<file path="config.mk">
export PLATFORM = sky130hd
export DESIGN_NAME = lob_side
export DESIGN_NICKNAME = d
export VERILOG_FILES = /design/src/lob_pkg.sv /design/src/lob_cell.sv /design/src/lob_side.sv
export SDC_FILE = /design/constraint.sdc
export NUM_CORES = 2
export LEC_CHECK = 0
export BUFFER_PORTS_ARGS = -buffer_cell sky130_fd_sc_hd__buf_4
export CAP_MARGIN = 20
export CORE_ASPECT_RATIO = 0.5
export CORE_MARGIN = 2
export CORE_UTILIZATION = 25
export CTS_CLUSTER_DIAMETER = 150
export DETAILED_ROUTE_END_ITERATION = 12
export GPL_ROUTABILITY_DRIVEN = 0
export PLACE_DENSITY = 0.45
export SYNTH_ARGS = -nofsm -noshare
export SYNTH_HDL_FRONTEND = slang
export SYNTH_SLANG_ARGS = --single-unit
</file>
<file path="constraint.sdc">
create_clock -name clk -period 8.73 [get_ports clk]
set_input_delay 0.873 -clock clk [delete_from_list [all_inputs] [get_ports clk]]
set_output_delay 0.873 -clock clk [all_outputs]
set_load 0.01 [all_outputs]
</file>
<file path="src/lob_pkg.sv">
package lob_pkg;

	localparam int unsigned LEVELS_DEF = 16;
	localparam int unsigned PRICE_W    = 32;
	localparam int unsigned SIZE_W     = 40;
	localparam int unsigned SEQ_W      = 63;
	localparam int unsigned GAP_W      = 32;
	localparam int unsigned OUT_W      = 33;

	typedef enum logic [1:0] {
		KIND_SNAP  = 2'd0,
		KIND_UPD   = 2'd1,
		KIND_SEQ   = 2'd2,
		KIND_CLEAR = 2'd3
	} kind_t;

	typedef enum logic [1:0] {
		OP_NONE = 2'd0,
		OP_PUT  = 2'd1,
		OP_DEL  = 2'd2,
		OP_CLR  = 2'd3
	} op_t;

	typedef struct packed {
		op_t                 op;
		logic [PRICE_W-1:0]  price;
		logic [SIZE_W-1:0]   size;
	} cmd_t;

	typedef struct packed {
		logic                v;
		logic [PRICE_W-1:0]  price;
		logic [SIZE_W-1:0]   size;
	} link_t;

	typedef struct packed {
		logic                valid;
		logic [PRICE_W-1:0]  price;
		logic [SIZE_W-1:0]   size;
		logic                lost;
	} side_stat_t;

endpackage

</file>
<file path="src/lob_cell.sv">
module lob_cell (
	input  logic           clk,
	input  logic           arst_n,
	input  lob_pkg::cmd_t  cmd,
	input  logic           is_bid,
	input  logic           match_any,
	input  lob_pkg::link_t left,
	input  logic           left_ahead,
	input  logic           left_behind,
	input  lob_pkg::link_t right,
	output lob_pkg::link_t link,
	output logic           ahead_v,
	output logic           behind_v,
	output logic           eq_v
);

	logic                          v_q;
	logic [lob_pkg::PRICE_W-1:0]   price_q;
	logic [lob_pkg::SIZE_W-1:0]    size_q;
	logic                          ahead;
	lob_pkg::link_t                cell_d;

	assign ahead    = is_bid ? (price_q > cmd.price) : (price_q < cmd.price);
	assign ahead_v  = v_q && ahead;
	assign behind_v = v_q && !ahead;
	assign eq_v     = v_q && (price_q == cmd.price);

	assign link.v     = v_q;
	assign link.price = price_q;
	assign link.size  = size_q;

	always_comb begin
		cell_d = link;
		case (cmd.op)
			lob_pkg::OP_PUT: begin
				if (match_any) begin
					if (eq_v) begin
						cell_d.size = cmd.size;
					end
				end else if (left_behind) begin
					cell_d = left;
				end else if (!ahead_v && left_ahead) begin
					cell_d.v     = 1'b1;
					cell_d.price = cmd.price;
					cell_d.size  = cmd.size;
				end
			end
			lob_pkg::OP_DEL: begin
				if (match_any && behind_v) begin
					cell_d = right;
				end
			end
			lob_pkg::OP_CLR: begin
				cell_d.v = 1'b0;
			end
			default: begin
				cell_d = link;
			end
		endcase
	end

	always_ff @(posedge clk or negedge arst_n) begin
		if (!arst_n) begin
			v_q <= 1'b0;
		end else begin
			v_q <= cell_d.v;
		end
	end

	always_ff @(posedge clk) begin
		price_q <= cell_d.price;
		size_q  <= cell_d.size;
	end

endmodule

</file>
<file path="src/lob_side.sv">
module lob_side #(
	parameter int unsigned LEVELS = lob_pkg::LEVELS_DEF
) (
	input  logic                clk,
	input  logic                arst_n,
	input  lob_pkg::cmd_t       cmd,
	input  logic                is_bid,
	output lob_pkg::side_stat_t stat
);

	lob_pkg::link_t    lk [LEVELS];
	logic [LEVELS-1:0] ahead_v;
	logic [LEVELS-1:0] behind_v;
	logic [LEVELS-1:0] eq_v;
	logic              match_any;

	assign match_any = |eq_v;

	for (genvar i = 0; i < LEVELS; i++) begin : g_cell
		lob_pkg::link_t left;
		lob_pkg::link_t right;
		logic           left_ahead;
		logic           left_behind;

		if (i == 0) begin : g_head
			assign left        = '0;
			assign left_ahead  = 1'b1;
			assign left_behind = 1'b0;
		end else begin : g_mid
			assign left        = lk[i-1];
			assign left_ahead  = ahead_v[i-1];
			assign left_behind = behind_v[i-1];
		end

		if (i == LEVELS - 1) begin : g_tail
			assign right = '0;
		end else begin : g_next
			assign right = lk[i+1];
		end

		lob_cell u_cell (
			.clk         (clk),
			.arst_n      (arst_n),
			.cmd         (cmd),
			.is_bid      (is_bid),
			.match_any   (match_any),
			.left        (left),
			.left_ahead  (left_ahead),
			.left_behind (left_behind),
			.right       (right),
			.link        (lk[i]),
			.ahead_v     (ahead_v[i]),
			.behind_v    (behind_v[i]),
			.eq_v        (eq_v[i])
		);
	end

	assign stat.valid = lk[0].v;
	assign stat.price = lk[0].price;
	assign stat.size  = lk[0].size;
	assign stat.lost  = (cmd.op == lob_pkg::OP_PUT) && !match_any && lk[LEVELS-1].v;

endmodule

</file>
# Word level (Yosys, flattened, before mapping)
# Index checks and enable logic that the tools add are counted.
classes:
  n_eq_ne: 84
  magnitude_cmp: 32
  n_mux: 143
  n_reduce_logical: 164
ops:
  columns: ["op", "count"]
  rows:
  - ["73-bit 2-to-1 mux", 47]
  - ["72-bit one-hot mux with 2 select lines", 16]
  - ["40-bit 2-to-1 mux", 32]
  - ["33-bit 2-to-1 mux", 16]
  - ["32-bit == test", 16]
  - ["32-bit > comparator", 16]
  - ["32-bit less-than comparator", 16]
  - ["4-bit AND reduction", 48]
  - ["1-bit logical AND", 81]
  - ["4-bit by 1-bit != test with 1-bit output, second input constant", 15]
  - ["1-bit one-hot mux with 3 select lines", 16]
  - ["3-bit by 1-bit != test with 1-bit output, second input constant", 15]
  - ["3-bit by 2-bit != test with 1-bit output, second input constant", 15]
  - ["1-bit logical NOT", 32]
  - ["2-bit by 1-bit != test with 1-bit output, second input constant", 16]
  - ["1-bit 2-to-1 mux", 16]
  - ["16-bit OR reduction", 1]
  - ["3-bit != test, second input constant", 2]
  - ["2-bit == test, second input constant", 2]
  - ["2-bit != test, second input constant", 2]
  - ["3-bit nonzero test", 1]
  - ["2-bit by 1-bit == test with 1-bit output, second input constant", 1]
  - ["2-bit nonzero test", 1]
totals:
  inputBits: 77
  reg_bits: 1168
  output_inout_bits: 74

# Longest topological paths before layout
depth:
  word_depth: 9
  depth_mapped: 14
  depth_no_buf: 11

# Hierarchy
# Synthesis repeated with hierarchy kept, for this count alone.
hier_totals:
  hier_cells: 7470
  area_unflattened_um2: 75103.3
modules_own_cells:
  columns: ["module", "instances", "area_each_um2", "cells_each"]
  rows:
  - ["lob_cell (g_cell[0].u_cell ...)", 11, 4695.8, 466]
  - ["lob_cell (g_cell[5].u_cell ...)", 5, 4678.2, 467]
  - ["lob_side", 1, 58.8, 9]

# Least setup slack after synthesis
# No wires, ideal clock.
synth_timing:
  kind: "input to register"
  start: "input cmd[53] (netlist bit)"
  end: "register g_cell[3].u_cell.size_q[0] (netlist bit) (enable)"
  setup_slack_ns: 1.147
  t_arrival_ns: 7.046
  stages: 11
  path_buffers: 0
  path_cell_list: "inv_1 > ha_1 > nand4_1 > nor2_1 > o2bb2ai_1 > o41a_1 > o211a_1 > or2_2 > a41o_1 > nor2b_1 > nor4_1"
synth_between:
  elab_chain_cells: 7
  elab_cells_between_ends: 52
  cone_classes: "order compare (4); eq/ne (19); mux (2); reduce/logical (27)"
synth_lines:
  columns: ["element", "line", "text"]
  rows:
  - ["from (decl)", "lob_side.sv:6", "input lob_pkg::cmd_t cmd,"]
  - ["32-bit less-than comparator or 32-bit > comparator (tied branches)", "lob_cell.sv:23", "assign ahead = is_bid ? (price_q > cmd.price) : (price_q < cmd.price);"]
  - ["1-bit 2-to-1 mux", "lob_cell.sv:23", null]
  - ["1-bit logical AND or 1-bit logical NOT (tied branches)", "lob_cell.sv:24, lob_cell.sv:25", null]
  - ["1-bit logical NOT or 1-bit logical AND (tied branches)", "lob_cell.sv:42, lob_cell.sv:25", null]
  - ["1-bit logical AND, on equally long branches", "lob_cell.sv:42, lob_cell.sv:49", null]
  - ["4-bit by 1-bit != test with 1-bit output (no line) or 2-bit by 1-bit != test with 1-bit output (tied branches)", null, null]
  - ["4-bit AND reduction (no line) (*)", null, null]
  - ["to (signal assigned)", "lob_cell.sv:72", "size_q <= cell_d.size;"]
  - ["to (decl)", "lob_cell.sv:19", "logic [lob_pkg::SIZE_W-1:0] size_q;"]
# Mark *: on every way between the ends. The rest lies on a longest branch, timed or not.
# A chain may end at the register's enable or synchronous reset.

# Worst setup path after layout
layout_timing:
  start: "input cmd[53] (netlist bit)"
  end: "register g_cell[9].u_cell.size_q[4] (netlist bit) (enable)"
layout_between:
  elab_chain_cells: 7
  elab_cells_between_ends: 52
  cone_classes: "order compare (4); eq/ne (19); mux (2); reduce/logical (27)"
layout_lines:
  columns: ["element", "line"]
  rows:
  - ["32-bit less-than comparator or 32-bit > comparator (tied branches)", "lob_cell.sv:23"]
  - ["1-bit 2-to-1 mux", "lob_cell.sv:23"]
  - ["1-bit logical AND or 1-bit logical NOT (tied branches)", "lob_cell.sv:24, lob_cell.sv:25"]
  - ["1-bit logical NOT or 1-bit logical AND (tied branches)", "lob_cell.sv:42, lob_cell.sv:25"]
  - ["1-bit logical AND, on equally long branches", "lob_cell.sv:42, lob_cell.sv:49"]
  - ["4-bit by 1-bit != test with 1-bit output (no line) or 2-bit by 1-bit != test with 1-bit output (tied branches)", null]
  - ["4-bit AND reduction (no line) (*)", null]
  - ["to (signal assigned)", "lob_cell.sv:72"]
  - ["to (decl)", "lob_cell.sv:19"]
# Marked as above.

==> metrics.txt <==
Starting Density 25.09%; P_leak 30.86 nW; Top Ports 151; register area 0.03499 mm^2; Die X 756.7 um; GRT Resource Usage Total 14.25%; setup TNS after final layout 0 ns; maximum buffer depth of the clock tree 4; Slew Limit Fails 0; initial antenna violation count 2; CTS tree built; WL met2 96.53 mm; first-pass GRT wire length 324.9 mm; WL per Instance 20.35 um; antenna fix cells 0; Die H 380.4 um; CP endpoint kind flop; actual slew at the worst max-slew pin 1.196 ns; Core ar. 0.2823 mm^2; met1 wire length 105.1 mm; H-tree Lvls 4; Hold Crit Class in2reg; Ys Warns 0; setup bufs post-CTS 0; vias in the first global route 52442; pin count of the biggest net entering global routing 270; DRT Wirelength 213.6 mm; WL met3 8.252 mm; syn nets 7263; Layout Cells excl Fill 10498; Syn Inst Count 6670; syn avg cell area 10.62 um^2; Area growth syn-to-layout 13.60%; Post-synth EDFFs 1152; Setup crit start kind input pin; final worst setup slack 2.852 ns; fin crit share 67.33%; Worst EP arrival 6.29 ns; Async SR Flop Fraction 1.370%; multi-input gate area in the final layout 0.03393 mm^2; Cell Area, Synth 0.07082 mm^2; grt ovf 0; Top Metal Used met5; final clock skew 0.07891 ns; PwrDens 221.2 mW/mm^2; Max-cap violations 0; final setup violation count 0; Fmax achieved 0.1701 GHz; dpl hpwl 150.3 mm; Area after DPL 0.07621 mm^2; worst IR drop on VDD 0.1059 mV; Die ar. 0.2878 mm^2; design area 0.08045 mm^2; Root Buffer clkbuf_16; cts bufs inserted 140; Worst-Skew Late Latency 0.82 ns; post-route ant nets 0; commonest register cell after synthesis edfxtp_1; Rel. slew slack 19.50%; fin crit period 5.878 ns; Clock Sinks 1168; ratio of cells with drive above 1 in the final layout 8.440%; fin util 28.50%; CP required 9.15 ns; RSZ-0062 raised after global routing no; Fill cells 29685; Total Power 17.80 mW; Std-Cell Rows 138; port bufs 150; hold path depth 2; Vias/cell 4.972; via count 52191; DRC 0; DR pass1 iterations 5; Net count, final 7216; R2R setup slack 3.35 ns; sequential area share after synthesis 49.41%; worst-case reg-to-reg path depth 9; number of library cell types mapped by synthesis 69; Final Hold Fails 0; status completed; Worst Path Max Fanout 40; drt first-iter violations 3825; Worst Hold Margin 0.5164 ns; Yosys reg bits 1168; pre-CTS setup slack 2.326 ns; CP Class in2reg; Clock transition at path regs 0.06 ns; placed insts 10260
cell usage in the layout (no fill, tap or decap), types with 55 or more instances in the layout:
master,netlist,layout
nand4_1,156,156
a21oi_1,284,283
inv_1,68,68
o21ai_0,1035,1034
buf_4,27,258
mux2i_1,1041,1041
edfxtp_1,1152,1152
nor4_1,57,55
clkbuf_16,0,144
nand3_1,77,71
o21ai_1,89,87
nor2_1,180,173
ha_1,516,515
nand2_1,1179,1177
power breakdown:
part / switching, mW / internal [mW]
clock network: 2.50 / 3.26
registers: 0.543 / 7.26
logic: 2.61 / 1.62
cells by family after synthesis:
logic type,after synthesis,share of synthesized area (%)
compound gates,1605,12.27
fa+ha+maj,516,9.116
buf+inv,535,3.175
flops,1168,49.41
mux,1085,15.41
simple gates,1761,10.61
layer usage:
metal	track usage [%]	vias to the layer above
met5	0	-
li1	-	24920
met2	23.05	871
met1	20.53	26163
met3	1.763	233
met4	2.589	4
sequential cells by signal, indices dropped and copies added (netlist names):
register               cells
g_cell.u_cell.v_q         16
g_cell.u_cell.price_q    512
g_cell.u_cell.size_q     640
final cells by class:
| class | count | area share, % |
|---|---|---|
| Sequential cell | 1168 | 43.50 |
| Multi-Input combinational cell | 4967 | 42.17 |
| Tap cell | 3780 | 5.879 |
| Clock buffer | 176 | 4.641 |
| Timing Repair Buffer | 278 | 2.874 |
| Clock inverter | 61 | 0.6221 |
| Inverter | 68 | 0.3173 |
cells in the mapped netlist, types with 8 or more instances:
library cell	number	area share, %
edfxtp_1	1152	49
nor2_1	180	0.95
o211a_1	8	0.11
o211ai_1	31	0.33
o21ai_1	89	0.63
a21oi_1	284	2.0
mux2i_1	1041	15
or3_1	17	0.15
a221oi_1	8	0.099
ha_1	516	9.1
nor3_1	36	0.25
o31ai_1	13	0.14
buf_4	27	0.29
o21a_1	10	0.11
a21o_1	22	0.23
a2111oi_0	8	0.099
o21ai_0	1035	7.3
a211oi_1	21	0.22
clkbuf_1	346	1.8
a221o_1	14	0.20
nand2_1	1179	6.2
nand4_1	156	1.4
dfrtp_1	16	0.57
inv_1	68	0.36
mux2_2	44	0.70
nor2b_1	22	0.19
buf_2	87	0.61
nand3_1	77	0.54
nor4_1	57	0.50
what timing repair did:
item	CTS	global route
resized for setup	0	0
endpoints found under the hold margin	16	0
hold buffers	1	0
worst paths after layout:
path / from / endpoint
setup / recovery: cmd[53] / g_cell[9].u_cell.size_q[4]
max in group asynchronous: arst_n / g_cell[7].u_cell.v_q
hold reg to reg: g_cell[15].u_cell.size_q[30] / g_cell[14].u_cell.size_q[30]
hold / removal: cmd[19] / g_cell[0].u_cell.size_q[19]
min in group asynchronous: arst_n / g_cell[8].u_cell.v_q
setup reg to reg: g_cell[9].u_cell.price_q[7] / g_cell[9].u_cell.size_q[4]
critical path, stage by stage:
cell and delay, ns:
buf_4 0.18, inv_1 0.59, ha_1 0.37, nand4_1 0.22
nor2_1 0.15, a221o_1 0.37, o31a_1 0.35, o21ai_0 0.87
nand3_2 0.87, a211oi_4 0.72, buf_4 0.66
Power figures use the tool's default switching activity.
